`config.mk`:
```
export PLATFORM = sky130hd
export DESIGN_NAME = csv_field_splitter
export DESIGN_NICKNAME = d
export VERILOG_FILES = /design/src/hdl/csvfs_pkg.sv /design/src/hdl/csvfs_step.sv /design/src/hdl/csvfs_fifo.sv /design/src/hdl/csv_field_splitter.sv
export SDC_FILE = /design/constraint.sdc
export NUM_CORES = 1
export LEC_CHECK = 0
export ABC_AREA = 1
export BUFFER_PORTS_ARGS = -buffer_cell sky130_fd_sc_hd__buf_2
export CELL_PAD_IN_SITES_DETAIL_PLACEMENT = 1
export CELL_PAD_IN_SITES_GLOBAL_PLACEMENT = 1
export CORE_AREA = 2 2 110 112
export CTS_CLUSTER_SIZE = 28
export DETAILED_ROUTE_END_ITERATION = 10
export DIE_AREA = 0 0 112 114
export PLACE_DENSITY_LB_ADDON = 0.1
export SLEW_MARGIN = 20
export SYNTH_ARGS = -nofsm -noshare
export SYNTH_HDL_FRONTEND = slang
export SYNTH_SLANG_ARGS = --single-unit
```
`constraint.sdc`:
```
create_clock -name clk -period 2.2 [get_ports clk]
set_input_delay 0.11 -clock clk [delete_from_list [all_inputs] [get_ports clk]]
set_output_delay 0.11 -clock clk [all_outputs]
set_load 0.02 [all_outputs]
```
`src/hdl/csvfs_pkg.sv`:
```
package csvfs_pkg;

    localparam logic [7:0] QUOTE_CHAR  = 8'h22;
    localparam logic [7:0] CHAR_N      = 8'h6E;
    localparam logic [7:0] CHAR_R      = 8'h72;
    localparam logic [7:0] CHAR_T      = 8'h74;
    localparam logic [7:0] CHAR_LF     = 8'h0A;
    localparam logic [7:0] CHAR_CR     = 8'h0D;
    localparam logic [7:0] CHAR_TAB    = 8'h09;
    localparam logic [7:0] NO_ESCAPE   = 8'h00;
    localparam logic [7:0] DELIM_RESET = 8'h2C;

    localparam logic REG_DELIM  = 1'b0;
    localparam logic REG_ESCAPE = 1'b1;

    localparam int FIFO_DEPTH = 4;
    localparam int PTR_W      = 2;
    localparam int CNT_W      = 3;

    typedef struct packed {
        logic quoted;
        logic esc_wait;
        logic quote_wait;
        logic nonempty;
    } flags_t;

    typedef struct packed {
        logic       run_last;
        logic       record_done;
        logic       field_done;
        logic       byte_valid;
        logic [7:0] data;
    } result_t;

    typedef struct packed {
        logic [1:0] count;
        result_t    r0;
        result_t    r1;
    } step_out_t;

endpackage

```
`src/hdl/csvfs_step.sv`:
```
module csvfs_step
(
    input  logic [7:0]           in_byte,
    input  logic                 line_last,
    input  logic [7:0]           delimiter_byte,
    input  logic [7:0]           escape_byte,
    input  csvfs_pkg::flags_t    flags,
    output csvfs_pkg::flags_t    flags_next,
    output csvfs_pkg::step_out_t res
);

    logic       app;
    logic       fend;
    logic [7:0] abyte;
    logic       outside;
    csvfs_pkg::flags_t nf;

    always_comb
    begin
        nf      = flags;
        app     = 1'b0;
        fend    = 1'b0;
        abyte   = in_byte;
        outside = 1'b0;

        if (flags.esc_wait)
        begin
            nf.esc_wait = 1'b0;
            app         = 1'b1;
            case (in_byte)
                csvfs_pkg::CHAR_N: abyte = csvfs_pkg::CHAR_LF;
                csvfs_pkg::CHAR_R: abyte = csvfs_pkg::CHAR_CR;
                csvfs_pkg::CHAR_T: abyte = csvfs_pkg::CHAR_TAB;
                default:           abyte = in_byte;
            endcase
        end
        else if (flags.quote_wait)
        begin
            nf.quote_wait = 1'b0;
            if (in_byte == csvfs_pkg::QUOTE_CHAR)
            begin
                app = 1'b1;
            end
            else
            begin
                nf.quoted = 1'b0;
                outside   = 1'b1;
            end
        end
        else if (flags.quoted)
        begin
            if (escape_byte != csvfs_pkg::NO_ESCAPE && in_byte == escape_byte)
            begin
                if (line_last)
                    app = 1'b1;
                else
                    nf.esc_wait = 1'b1;
            end
            else if (in_byte == csvfs_pkg::QUOTE_CHAR)
            begin
                if (!line_last && escape_byte == csvfs_pkg::NO_ESCAPE)
                    nf.quote_wait = 1'b1;
                else
                    nf.quoted = 1'b0;
            end
            else
            begin
                app = 1'b1;
            end
        end
        else
        begin
            outside = 1'b1;
        end

        if (outside)
        begin
            if (in_byte == csvfs_pkg::QUOTE_CHAR)
            begin
                if (!flags.nonempty)
                    nf.quoted = 1'b1;
                else
                    app = 1'b1;
            end
            else if (in_byte == delimiter_byte)
            begin
                nf.nonempty = 1'b0;
                fend        = 1'b1;
            end
            else
            begin
                app = 1'b1;
            end
        end

        if (app)
            nf.nonempty = 1'b1;

        res    = '0;
        res.r0 = '{run_last: 1'b0, record_done: 1'b0, field_done: fend,
                   byte_valid: app, data: app ? abyte : 8'h00};
        res.count = {1'b0, app | fend};

        if (line_last)
        begin
            if (app)
            begin
                res.r0.field_done  = 1'b1;
                res.r0.record_done = 1'b1;
            end
            else if (fend)
            begin
                res.r1.field_done  = 1'b1;
                res.r1.record_done = 1'b1;
                res.count          = 2'd2;
            end
            else
            begin
                res.r0.field_done  = 1'b1;
                res.r0.record_done = 1'b1;
                res.count          = 2'd1;
            end
            nf = '0;
        end

        if (res.count == 2'd2)
            res.r1.run_last = 1'b1;
        else
            res.r0.run_last = 1'b1;

        flags_next = nf;
    end

endmodule

```
`src/hdl/csvfs_fifo.sv`:
```
module csvfs_fifo
(
    input  logic                 clk,
    input  logic                 rst_n,
    input  logic [1:0]           push_count,
    input  csvfs_pkg::result_t   push0,
    input  csvfs_pkg::result_t   push1,
    output logic                 room_two,
    output logic                 out_valid,
    input  logic                 out_ready,
    output csvfs_pkg::result_t   out_item
);

    csvfs_pkg::result_t                  mem_reg [csvfs_pkg::FIFO_DEPTH];
    logic [csvfs_pkg::PTR_W-1:0]         wr_ptr_reg, wr_ptr_next;
    logic [csvfs_pkg::PTR_W-1:0]         rd_ptr_reg, rd_ptr_next;
    logic [csvfs_pkg::CNT_W-1:0]         count_reg, count_next;
    logic                                pop;
    logic [csvfs_pkg::PTR_W-1:0]         wr_ptr_p1;

    assign pop       = out_valid && out_ready;
    assign out_valid = count_reg != '0;
    assign out_item  = mem_reg[rd_ptr_reg];
    assign room_two  = count_reg <= csvfs_pkg::CNT_W'(csvfs_pkg::FIFO_DEPTH - 2);
    assign wr_ptr_p1 = wr_ptr_reg + csvfs_pkg::PTR_W'(1);

    always_comb
    begin
        wr_ptr_next = wr_ptr_reg + csvfs_pkg::PTR_W'(push_count);
        rd_ptr_next = rd_ptr_reg + csvfs_pkg::PTR_W'(pop);
        count_next  = count_reg + csvfs_pkg::CNT_W'(push_count)
                      - csvfs_pkg::CNT_W'(pop);
    end

    always_ff @(posedge clk or negedge rst_n)
    begin
        if (!rst_n)
        begin
            wr_ptr_reg <= '0;
            rd_ptr_reg <= '0;
            count_reg  <= '0;
        end
        else
        begin
            wr_ptr_reg <= wr_ptr_next;
            rd_ptr_reg <= rd_ptr_next;
            count_reg  <= count_next;
        end
    end

    always_ff @(posedge clk)
    begin
        if (push_count != 2'd0)
            mem_reg[wr_ptr_reg] <= push0;
        if (push_count == 2'd2)
            mem_reg[wr_ptr_p1] <= push1;
    end

    a_no_overflow: assert property (@(posedge clk) disable iff (!rst_n)
        count_reg <= csvfs_pkg::CNT_W'(csvfs_pkg::FIFO_DEPTH))
        else $error("result queue overflow");

    a_push_has_room: assert property (@(posedge clk) disable iff (!rst_n)
        push_count != 2'd0 |-> room_two)
        else $error("push without room");

endmodule

```
`src/hdl/csv_field_splitter.sv`:
```
// channel | dir | tdata         | tuser                                   | tlast
// s_axis  | in  | in_byte[7:0]  | -                                       | line_last
// m_axis  | out | out_byte[7:0] | byte_valid, field_done, record_done     | run_last
// cfg     | in  | cfg_index 0: delimiter_byte, 1: escape_byte; cfg_data[7:0]
// One byte per cycle while not stalled; input beats are registered before processing.
// A line-ending delimiter outside quotes yields two result beats; the four-entry result
// queue drains one beat per ready cycle, and input stalls while it holds more than two.
// Unless they end the line, bytes that open quoting or start a pending escape or quote
// yield no beat. rst_n clears quoting state and restores delimiter ',' and no escape.
module csv_field_splitter
(
    input  logic       clk,
    input  logic       rst_n,
    input  logic       cfg_we,
    input  logic       cfg_index,
    input  logic [7:0] cfg_data,
    input  logic       s_axis_tvalid,
    output logic       s_axis_tready,
    input  logic [7:0] s_axis_tdata,   // [7:0] in_byte
    input  logic       s_axis_tlast,
    output logic       m_axis_tvalid,
    input  logic       m_axis_tready,
    output logic [7:0] m_axis_tdata,   // [7:0] out_byte
    output logic [2:0] m_axis_tuser,   // [0] byte_valid, [1] field_done, [2] record_done
    output logic       m_axis_tlast
);

    logic [7:0]            delim_reg;
    logic [7:0]            escape_reg;
    logic                  in_valid_reg;
    logic [7:0]            in_byte_reg;
    logic                  in_last_reg;
    csvfs_pkg::flags_t     flags_reg, flags_next;
    csvfs_pkg::step_out_t  step_res;
    csvfs_pkg::result_t    head;
    logic                  room_two;
    logic                  process;
    logic [1:0]            push_count;

    assign process       = in_valid_reg && room_two;
    assign s_axis_tready = !in_valid_reg || process;
    assign push_count    = process ? step_res.count : 2'd0;

    always_ff @(posedge clk or negedge rst_n)
    begin
        if (!rst_n)
        begin
            delim_reg  <= csvfs_pkg::DELIM_RESET;
            escape_reg <= csvfs_pkg::NO_ESCAPE;
        end
        else if (cfg_we)
        begin
            case (cfg_index)
                csvfs_pkg::REG_DELIM:  delim_reg  <= cfg_data;
                csvfs_pkg::REG_ESCAPE: escape_reg <= cfg_data;
                default:               delim_reg  <= delim_reg;
            endcase
        end
    end

    always_ff @(posedge clk or negedge rst_n)
    begin
        if (!rst_n)
        begin
            in_valid_reg <= 1'b0;
            flags_reg    <= '0;
        end
        else
        begin
            if (s_axis_tready)
                in_valid_reg <= s_axis_tvalid;
            if (process)
                flags_reg <= flags_next;
        end
    end

    always_ff @(posedge clk)
    begin
        if (s_axis_tvalid && s_axis_tready)
        begin
            in_byte_reg <= s_axis_tdata;
            in_last_reg <= s_axis_tlast;
        end
    end

    csvfs_step u_step
    (
        .in_byte        (in_byte_reg),
        .line_last      (in_last_reg),
        .delimiter_byte (delim_reg),
        .escape_byte    (escape_reg),
        .flags          (flags_reg),
        .flags_next     (flags_next),
        .res            (step_res)
    );

    csvfs_fifo u_fifo
    (
        .clk        (clk),
        .rst_n      (rst_n),
        .push_count (push_count),
        .push0      (step_res.r0),
        .push1      (step_res.r1),
        .room_two   (room_two),
        .out_valid  (m_axis_tvalid),
        .out_ready  (m_axis_tready),
        .out_item   (head)
    );

    assign m_axis_tdata = head.data;
    assign m_axis_tuser = {head.record_done, head.field_done, head.byte_valid};
    assign m_axis_tlast = head.run_last;

    a_line_end_clears: assert property (@(posedge clk) disable iff (!rst_n)
        process && in_last_reg |=> flags_reg == '0)
        else $error("state not cleared at line end");

    a_line_end_emits: assert property (@(posedge clk) disable iff (!rst_n)
        process && in_last_reg |-> step_res.count != 2'd0)
        else $error("line end without record beat");

    a_pair_order: assert property (@(posedge clk) disable iff (!rst_n)
        process && step_res.count == 2'd2 |->
            step_res.r0.field_done && !step_res.r0.record_done
            && step_res.r1.record_done)
        else $error("bad two-beat order");

    a_record_has_field: assert property (@(posedge clk) disable iff (!rst_n)
        m_axis_tvalid && m_axis_tuser[2] |-> m_axis_tuser[1] && m_axis_tlast)
        else $error("record end without field end");

endmodule

```
==> flow_metrics.py, run 1 <==
metrics = {
    "status": {
        "status": "complete, but fails checks",
        "violations": "setup timing",
    },
    "detailed_routing": {
        "vias_per_cell": 4.96,
        "vias": 4456,
        "firstDrtPassIters": 4,
        "detail_route.wl_per_cell_um": 15.6,
        "routed_wl_um": 14100,
        "drtIter0Drc": 131,
        "ant_nets": 0,
        "drc": 0,
    },
    "timing": {
        "relSlewSlack_pct": 54.3,
        "layout_min_cycle_time_ns": 2.41,
        "worst_hold_slack_ns": 0.0143,
        "setup_viol": 52,
        "hold_viol": 0,
        "finalCritPeriodShare_pct": 109,
        "skew_ns": 0.00624,
        "tightest_slew_ns": 0.685,
        "rsz0062_at_grt": "true",
        "fin_setup_tns_ns": -3.54,
        "setup_ws_ns": -0.208,
        "fmax_ghz": 0.415,
        "drv_slew": 0,
    },
    "synthesis": {
        "yosysWarningCount": 0,
        "ys.flop_type": "dfxtp_1",
        "netlist_area_um2": 4570,
        "synthArstFlopShare_pct": 32.9,
        "synth_edf_count": 21,
        "ys_ff_latch": 85,
        "syn_nets": 651,
        "yosysUniqueCellTypes": 36,
        "synth.avg_cell_area_um2": 7.34,
        "synth-seq-area-share_pct": 45.0,
        "synth_cells": 622,
    },
    "grt": {
        "grt_max_degree": 34,
        "grt_overflow_total": 0,
        "grt_pass1_vias": 4647,
        "antenna_found_initial": 0,
        "track_usage_pct": 22.8,
        "grt_pass1_wl_um": 23000,
    },
    "cts": {
        "cts_tree": "yes",
        "root_buffer": "clkbuf_16",
        "cts-htree-levels": 3,
        "insertion_delay_ns": 0.35,
        "cts.clk_slew.worst_paths_ns": 0.06,
        "cts_max_path_buffers": 2,
        "clock_sinks": 85,
        "cts_buffers": 9,
    },
    "critical_path": {
        "cp-end-kind": "flip-flop",
        "critical_path_buf_inv_count": 2,
        "path_class": "reg -> reg",
        "worstPathCellList": "inv_2, nand2_1, nor2_4, nand3b_1, nand2_1, inv_1, a21oi_4, nand2_2, nor3_4, nor3_2, ha_2, fa_2",
        "arrival_ns": 2.70,
        "worst_path_most_repeated_cell": "nand2_1",
        "cp_max_fo": 4,
        "cpMaxStageDelayCell": "fa_2",
        "required_ns": 2.49,
        "critPathLaunchType": "flip-flop",
        "crit_family": "simple AND/OR/NAND/NOR gates",
        "cpPeakStageDelay_ns": 0.56,
    },
    "place": {
        "placed_cell_area_um2": 5320,
        "placed_cells": 841,
        "gp_congestion": 0.895,
        "hpwl_um": 9860,
        "dp_slack_ns": -0.204,
        "numPortBuffers": 36,
    },
    "cells_and_area": {
        "seq_area_um2": 2060,
        "synthToLayoutAreaGrowth_pct": 39.0,
        "stdcell_count": 899,
        "final_util_pct": 54.2,
        "largest_register_ffs": 48,
        "drive_gt1_share_pct": 28.1,
        "multi_input_area_um2": 2230,
        "final_net_count": 776,
        "fin_area_um2": 6350,
        "antenna_cells": 0,
        "nFillCells": 1455,
    },
    "floorplanning": {
        "fp.dieW_um": 112,
        "core-area_um2": 11700,
        "die-area_um2": 12800,
        "start_util_pct": 39.0,
        "die_y_um": 114,
        "rows": 40,
        "pin_count": 37,
    },
    "worst_hold_path": {
        "holdCritPathClass": "in -> reg",
    },
    "power": {
        "powerDensity_nw_per_um2": 1360,
        "power.total_mw": 8.61,
        "leakage_nw": 3.33,
        "vdd_drop_max_mv": 0.644,
    },
    "job": {
        "cap_viol_max_count": 0,
    },
}
-- power by group --
part | total (mW) | internal (mW) | switching, mW | leakage [nW]
clock network | 2.11 | 1.45 | 0.662 | 0.200
registers | 2.51 | 2.19 | 0.322 | 0.837
logic | 3.99 | 1.53 | 2.46 | 2.29
-- layout by cell type (no fill, tap or decap), types with 2 or more instances in the layout --
| master | synthesis | routed |
|---|---|---|
| nand2_8 | 0 | 2 |
| xnor2_1 | 7 | 6 |
| buf_6 | 2 | 14 |
| inv_2 | 9 | 10 |
| buf_12 | 0 | 2 |
| ha_4 | 0 | 2 |
| clkbuf_16 | 0 | 10 |
| buf_4 | 2 | 68 |
| nand3_4 | 3 | 6 |
| xor2_1 | 2 | 2 |
| dfrtp_1 | 25 | 25 |
| nand4_1 | 25 | 25 |
| o22ai_1 | 5 | 5 |
| nor2_1 | 74 | 70 |
| inv_4 | 0 | 3 |
| ha_1 | 5 | 2 |
| a21oi_1 | 37 | 36 |
| nand2_2 | 4 | 17 |
| nand3_1 | 8 | 6 |
| inv_1 | 94 | 90 |
| buf_2 | 8 | 36 |
| o21ai_1 | 4 | 5 |
| nand3_2 | 5 | 4 |
| nor2_4 | 5 | 6 |
| nand2_4 | 1 | 6 |
| o21ai_0 | 40 | 39 |
| nor2_2 | 2 | 5 |
| dfxtp_1 | 36 | 36 |
| bufinv_16 | 0 | 6 |
| nor3_1 | 4 | 2 |
| dlygate4sd3_1 | 0 | 12 |
| dfstp_2 | 3 | 3 |
| edfxtp_1 | 21 | 21 |
| nand2_1 | 175 | 155 |
-- synth_stat cells (all sizes together) (2+ instances only) --
master	number	share of area (%)
edfxtp	21	14
nand2	180	15
nor2	82	8.0
a21oi	38	4.2
ha	5	1.4
buf	13	1.8
inv	103	8.5
nor3	4	0.44
dfxtp	36	16
dfrtp	25	14
nand3	16	3.1
dfstp	3	1.7
o22ai	5	0.68
nand4	25	3.4
clkbuf	8	0.66
o21ai	44	4.8
xnor2	7	1.3
xor2	2	0.38
-- cells by family after synthesis --
kind of cell	count (synthesis)	share of synthesized area [%]
buffers and inverters	124	10.9
AOI/OAI and AO/OA	89	10.1
and+or+nand+nor	309	30.5
adders and majority gates	6	1.81
xor gates and xnor gates	9	1.73
DFF	85	45.0
-- area by class of cell --
class,count,share of cell area (%)
Clock inverter,7,2.92
Tap cell,147,2.90
Sequential cell,85,32.4
Multi-Input combinational cell,413,35.1
Timing Repair Buffer,135,16.9
Clock buffer,9,3.55
Inverter,103,6.21
-- tightest hold or removal path, delay by kind of cell --
kind	cells	cell delay, ns
AOI/OAI and AO/OA	1	0.09
buffers and inverters	2	0.15
-- final timing paths --
path	end	cells after the start	slack, ns	from
worst max-delay path	u_fifo.count_reg[1]$_DFF_PN0_	12	-0.21	in_byte_reg[2]$_DFFE_PP_
worst min-delay path	delim_reg[3]$_DFFE_PN1P_	3	0.01	cfg_data[3]
worst max register to register	u_fifo.count_reg[1]$_DFF_PN0_	12	-0.21	in_byte_reg[2]$_DFFE_PP_
worst min register to register	u_fifo.mem_reg[1][8]$_SDFFE_PP0P_	2	0.46	u_fifo.mem_reg[1][8]$_SDFFE_PP0P_
max in group asynchronous	u_fifo.rd_ptr_reg[1]$_DFF_PN0_	2	1.42	rst_n
min in group asynchronous	escape_reg[4]$_DFFE_PN0P_	2	0.34	rst_n
-- per-layer routing --
| layer | track usage [%] | vias up | routed length [um] |
|---|---|---|---|
| li1 | - | 2215 | - |
| met1 | 28.1 | 2163 | 6200 |
| met2 | 40.7 | 58 | 7150 |
| met3 | 2.98 | 20 | 396 |
| met4 | 8.78 | 0 | 297 |
| met5 | 0 | - | 0 |
-- repair_timing --
item,in CTS,in global routing
gates cloned,1,1
endpoints found under the hold margin,36,0
setup buffers,15,17
pin swaps,14,17
resized for setup,27,38
hold buffers,12,0
setup endpoints to repair,27,64
No activity file was read; power rests on OpenSTA's default activity.
==> inputs of run 2 (changes only) <==
- PLACE_DENSITY: default -> 0.85
- PLACE_DENSITY_LB_ADDON: 0.1 -> default
==> run 2 against run 1 <==
Effect of this change:
- the run still ends with setup timing left
- via count up 6.8%
- final area about the same
- maximum frequency fell by 6.4%
- register-to-register slack lost 0.17 ns
- combinational power is 7.0% higher
- worst hold slack lost 0.0043 ns
- first-iteration DRC count is 50% higher
==> flow_metrics.py, run 2 (same netlist as run 1, synthesis figures left out) <==
metrics = {
    "status": {
        "status": "complete, but fails checks",
        "violations": "setup timing",
    },
    "detailed_routing": {
        "detail_route.wl_per_cell_um": 18.4,
        "routed_wl_um": 16600,
        "firstDrtPassIters": 7,
        "vias_per_cell": 5.27,
        "drtIter0Drc": 196,
        "drc": 0,
        "vias": 4759,
        "ant_nets": 0,
    },
    "grt": {
        "grt_overflow_total": 0,
        "grt_pass1_wl_um": 23600,
        "grt_max_degree": 34,
        "track_usage_pct": 23.5,
        "grt_pass1_vias": 4932,
        "antenna_found_initial": 0,
    },
    "worst_hold_path": {
        "holdCritStartpoint": "cfg_data[3]",
        "holdPathEnd": "delim_reg[3]$_DFFE_PN1P_",
        "holdCritPathClass": "in -> reg",
        "whs_path_depth": 3,
    },
    "timing": {
        "drv_slew": 0,
        "setup_ws_ns": -0.374,
        "fmax_ghz": 0.389,
        "finalCritPeriodShare_pct": 117,
        "tightest_slew_ns": 0.676,
        "hold_viol": 0,
        "rsz0062_at_grt": "true",
        "skew_ns": 0.0115,
        "setup_viol": 64,
        "layout_min_cycle_time_ns": 2.57,
        "relSlewSlack_pct": 54.9,
    },
    "cells_and_area": {
        "stdcell_count": 903,
        "nFillCells": 1451,
        "drive_gt1_share_pct": 30.2,
        "fin_area_um2": 6350,
        "synthToLayoutAreaGrowth_pct": 39.1,
        "layout_commonest_cell": "nand2_1",
        "antenna_cells": 0,
        "final_net_count": 781,
        "largest_register_ffs": 48,
        "final_cell_mix": "161 x nand2_1, 89 x inv_1, 70 x buf_4",
    },
    "floorplanning": {
        "rows": 40,
        "die_y_um": 114,
        "pin_count": 37,
        "start_util_pct": 39.0,
        "die-area_um2": 12800,
        "core-area_um2": 11700,
        "fp.dieW_um": 112,
    },
    "cts": {
        "cts_buffers": 9,
        "cts_max_path_buffers": 2,
        "clock_sinks": 85,
        "root_buffer": "clkbuf_16",
        "insertion_delay_ns": 0.36,
        "cts-htree-levels": 3,
        "cts_tree": "yes",
        "cts.clk_slew.worst_paths_ns": 0.07,
    },
    "power": {
        "vdd_drop_max_mv": 0.951,
        "power.total_mw": 8.38,
        "powerDensity_nw_per_um2": 1320,
        "leakage_nw": 3.32,
    },
    "critical_path": {
        "critPathLaunchType": "flip-flop",
        "reg2reg_depth": 17,
        "path_class": "reg -> reg",
        "cp-end-kind": "flip-flop",
        "cpMaxStageDelayCell": "edfxtp_1",
        "worst_path_most_repeated_cell": "nand2_1",
        "ff2ff_setup_slack_ns": -0.37,
        "critical_path_buf_inv_count": 5,
        "crit_family": "simple AND/OR/NAND/NOR gates",
        "arrival_ns": 2.86,
        "required_ns": 2.48,
        "worstPathCellList": "inv_2, nand2_1, nand2_1, nand2_1, nor2_2, nand3_2, nand2_2, nand3_2, buf_4, buf_4, nand3_4, buf_6, nand3_4, clkbuf_16, nand2_1, nand2_1, nor2_1",
        "cp_max_fo": 6,
        "reg2reg_from": "in_byte_reg[4]$_DFFE_PP_",
        "cpPeakStageDelay_ns": 0.47,
        "r2r-end": "u_fifo.mem_reg[2][4]$_SDFFE_PP0P_",
    },
    "place": {
        "dp_slack_ns": -0.232,
        "gp_congestion": 0.857,
        "hpwl_um": 9970,
        "numPortBuffers": 36,
        "placed_cell_area_um2": 5300,
        "placed_cells": 838,
    },
    "job": {
        "cap_viol_max_count": 0,
    },
}
-- run 2: cell count changes in the layout (fill, tap and decap cells not counted), moves of 3 or more --
cell and delta:
o21ai_0 -3, nand2_2 -3, a21oi_1 -3, bufinv_16 -6
inv_2 +3, a21oi_2 +3, o21ai_1 -3, o21ai_2 +6
clkbuf_16 +3, nand2_1 +6, nor2_1 -7, nor2_2 +6
-- run 2: layout make-up --
type	instances	area (um^2)	share of cell area [%]
Multi-Input combinational cell	413	2260	35.6
Clock inverter	2	12.5	0.197
Inverter	103	390	6.14
Sequential cell	85	2060	32.4
Tap cell	147	184	2.89
Clock buffer	13	282	4.43
Timing Repair Buffer	140	1170	18.4
-- run 2: metrics by stage --
stage | hold WS [ns] | TNS (ns) | util [%]
floorplan | -0.186 | -0.268 | -
global placement | 0.169 | -0.598 | 45.2
detailed placement | 0.180 | -4.22 | 45.2
CTS | 0.00534 | -1.26 | 51.2
global route | 0.0280 | -21.00 | 54.3
finish | 0.00998 | -12.24 | 54.3
-- run 2: how the worst max path moves through the flow --
stage | slack [ns] | end | start | cells after the start
floorplan | -0.14 | u_fifo.count_reg[2]$_DFF_PN0_ | delim_reg[2]$_DFFE_PN1P_ | 12
CTS | -0.14 | u_fifo.count_reg[2]$_DFF_PN0_ | in_byte_reg[5]$_DFFE_PP_ | 14
finish | -0.37 | u_fifo.mem_reg[2][4]$_SDFFE_PP0P_ | in_byte_reg[4]$_DFFE_PP_ | 17
global route | -0.48 | u_fifo.mem_reg[2][4]$_SDFFE_PP0P_ | in_byte_reg[4]$_DFFE_PP_ | 17
detailed placement | -0.23 | u_fifo.count_reg[1]$_DFF_PN0_ | in_byte_reg[5]$_DFFE_PP_ | 13
global placement | -0.13 | u_fifo.count_reg[1]$_DFF_PN0_ | in_byte_reg[4]$_DFFE_PP_ | 10
-- run 2: report_power, final --
part | leakage (nW) | internal, mW | switching, mW
Sequential | 0.837 | 2.19 | 0.386
Clock | 0.148 | 0.891 | 0.639
Combinational | 2.33 | 1.60 | 2.67
-- run 2: tightest hold or removal path: cells and delay by family --
family / cells / cell delay [ns]
AO/OA/AOI/OAI: 1 / 0.08
buffers and inverters: 2 / 0.16
-- run 2: timing repair --
action                                  4_1_cts  5_1_grt
hold buffers                                 11        0
pin swaps                                    21       17
endpoints found under the hold margin        35        0
gates resized for setup                      27       50
setup buffers                                22       14
gates cloned                                  1        3
endpoints found under the setup margin       54       72
-- run 2: layer usage --
| metal | vias up | wire (um) | global-route usage [%] | part of all wire (%) |
|---|---|---|---|---|
| met5 | - | 0 | 0 | 0 |
| met4 | 0 | 613 | 7.89 | 3.7 |
| met3 | 58 | 727 | 5.47 | 4.4 |
| met2 | 154 | 9120 | 45.4 | 55 |
| met1 | 2331 | 6140 | 25.0 | 37 |
| li1 | 2216 | - | - | - |
==> inputs of run 3 (changes only) <==
- PLACE_DENSITY: 0.85 -> 0.78
==> run 3 against run 2 <==
Effect of this change:
- the flow still finishes with violations (setup timing)
- combinational power is 4.9% higher
- die area stayed put
- flip-flop and latch count stayed put
- critical path type unchanged
- critical endpoint is now u_fifo.count_reg[2]$_DFF_PN0_
==> flow_metrics.py, run 3 (same netlist as run 1, synthesis figures left out) <==
metrics = {
    "detailed_routing": {
        "drtIter0Drc": 231,
        "routed_wl_um": 15200,
        "detail_route.wl_per_cell_um": 17.0,
        "firstDrtPassIters": 4,
        "drc": 0,
        "ant_nets": 0,
        "vias": 4518,
        "vias_per_cell": 5.06,
    },
    "floorplanning": {
        "rows": 40,
        "core-area_um2": 11700,
        "fp.dieW_um": 112,
        "start_util_pct": 39.0,
        "die_y_um": 114,
        "die-area_um2": 12800,
        "pin_count": 37,
    },
    "grt": {
        "grt_overflow_total": 0,
        "grt_max_degree": 32,
        "grt_pass1_wl_um": 23000,
        "track_usage_pct": 22.7,
        "grt_pass1_vias": 4779,
        "antenna_found_initial": 0,
    },
    "status": {
        "status": "complete, but fails checks",
        "violations": "setup timing",
    },
    "timing": {
        "fmax_ghz": 0.411,
        "skew_ns": 0.0128,
        "setup_viol": 63,
        "fin_setup_tns_ns": -7.67,
        "finalCritPeriodShare_pct": 111,
        "rsz0062_at_grt": "true",
        "relSlewSlack_pct": 52.9,
        "tightest_slew_ns": 0.707,
        "setup_ws_ns": -0.231,
        "hold_viol": 0,
        "layout_min_cycle_time_ns": 2.43,
        "drv_slew": 0,
    },
    "cells_and_area": {
        "multi_input_area_um2": 2540,
        "synthToLayoutAreaGrowth_pct": 43.0,
        "seq_area_um2": 2060,
        "final_cell_mix": "105 x nand2_1, 84 x inv_1, 64 x nor2_1",
        "largest_register_ffs": 48,
        "layout_commonest_cell": "nand2_1",
        "final_net_count": 770,
        "nFillCells": 1398,
        "antenna_cells": 0,
        "drive_gt1_share_pct": 37.1,
    },
    "power": {
        "clkPwrFrac_pct": 18.2,
        "swShare_pct": 43.8,
        "power.total_mw": 8.61,
        "intPower_mw": 4.84,
        "leakage_nw": 3.29,
        "p_sw_mw": 3.77,
        "comb_power_share_pct": 52.0,
        "sequentialPowerShare_pct": 29.8,
        "vdd_drop_max_mv": 0.733,
        "powerDensity_nw_per_um2": 1320,
    },
    "critical_path": {
        "cpPeakStageDelay_ns": 0.49,
        "worstPathCellList": "xnor2_1, nand2_1, nor2_4, buf_4, nand4_1, nand3_4, nand2_2, nor3_4, nor3_2, ha_2, fa_2, xnor2_1",
        "worst_path_most_repeated_cell": "xnor2_1",
        "path_class": "reg -> reg",
        "cpMaxStageDelayCell": "edfxtp_1",
        "arrival_ns": 2.66,
        "critPathLaunchType": "flip-flop",
        "cp-end-kind": "flip-flop",
        "cp_max_fo": 4,
        "crit_family": "simple AND/OR/NAND/NOR gates",
        "critical_path_buf_inv_count": 1,
        "required_ns": 2.43,
    },
    "cts": {
        "root_buffer": "clkbuf_16",
        "cts.clk_slew.worst_paths_ns": 0.06,
        "insertion_delay_ns": 0.35,
        "cts_max_path_buffers": 2,
        "cts_tree": "yes",
        "cts_buffers": 9,
        "cts-htree-levels": 3,
        "clock_sinks": 85,
    },
    "job": {
        "cap_viol_max_count": 0,
    },
    "place": {
        "dp_slack_ns": -0.183,
        "numPortBuffers": 36,
        "hpwl_um": 9870,
        "gp_congestion": 0.870,
    },
    "worst_hold_path": {
        "holdCritPathClass": "in -> reg",
    },
}
## run 3: area by class of cell
type | count | share of cell area [%]
clock buffer | 14 | 4.52
clock inverter | 2 | 0.192
inverter | 103 | 5.96
multi-input combinational | 413 | 38.8
sequential | 85 | 31.5
tap | 147 | 2.82
timing repair buffer | 129 | 16.2
## run 3: layer usage
layer / wire (um) / up-vias / track usage, %
met2: 8670 / 88 / 44.0
met4: 317 / 0 / 6.67
met1: 5700 / 2199 / 25.2
li1: - / 2202 / -
met3: 510 / 29 / 4.41
met5: 0 / - / 0
## run 3: worst register-to-register path: stages (launching register included)
cell and delay, ns:
edfxtp_1 0.49, xnor2_1 0.21, nand2_1 0.13, nor2_4 0.12, buf_4 0.11, nand4_1 0.16
nand3_4 0.16, nand2_2 0.09, nor3_4 0.12, nor3_2 0.07, ha_2 0.19, fa_2 0.33
xnor2_1 0.13
## run 3: final timing paths
check / startpoint / to / slack [ns] / depth (start not counted)
min: cfg_data[1] / escape_reg[1]$_DFFE_PN0P_ / 0.03 / 3
max: in_byte_reg[2]$_DFFE_PP_ / u_fifo.count_reg[2]$_DFF_PN0_ / -0.23 / 12
min reg2reg: u_fifo.mem_reg[1][8]$_SDFFE_PP0P_ / u_fifo.mem_reg[1][8]$_SDFFE_PP0P_ / 0.49 / 2
max reg2reg: in_byte_reg[2]$_DFFE_PP_ / u_fifo.count_reg[2]$_DFF_PN0_ / -0.23 / 12
min in group asynchronous: rst_n / flags_reg[0]$_DFFE_PN0P_ / 0.34 / 2
max in group asynchronous: rst_n / u_fifo.count_reg[2]$_DFF_PN0_ / 1.39 / 2
## run 3: power by group through the flow
| stage | clock network [mW] | logic [mW] | registers [mW] |
|---|---|---|---|
| 2_1_floorplan | 0 | 2.38 | 2.45 |
| 3_3_place_gp | 0 | 3.31 | 2.53 |
| 3_5_place_dp | 0 | 3.49 | 2.57 |
| 4_1_cts | 1.59 | 3.70 | 2.53 |
| 5_1_grt | 1.65 | 4.92 | 2.63 |
| 6_report | 1.56 | 4.48 | 2.57 |
## run 3: metrics by stage
| stage | hold slack [ns] | util (%) | std cells | area (um^2) |
|---|---|---|---|---|
| floorplan | -0.186 | - | 622 | 4620 |
| global placement | 0.165 | 45.2 | 835 | 5300 |
| detailed placement | 0.183 | 45.2 | 835 | 5300 |
| CTS | 0.0216 | 51.2 | 882 | 6000 |
| global route | 0.0372 | 55.8 | 893 | 6530 |
| finish | 0.0258 | 55.8 | 893 | 6530 |
## run 3: timing repair
action,in CTS,in global routing
endpoints found under the setup margin,38,65
resized for setup,30,135
setup buffers,16,16
pin swaps,16,47
cloned,1,1
endpoints found under the hold margin,38,0
hold buffers,14,0
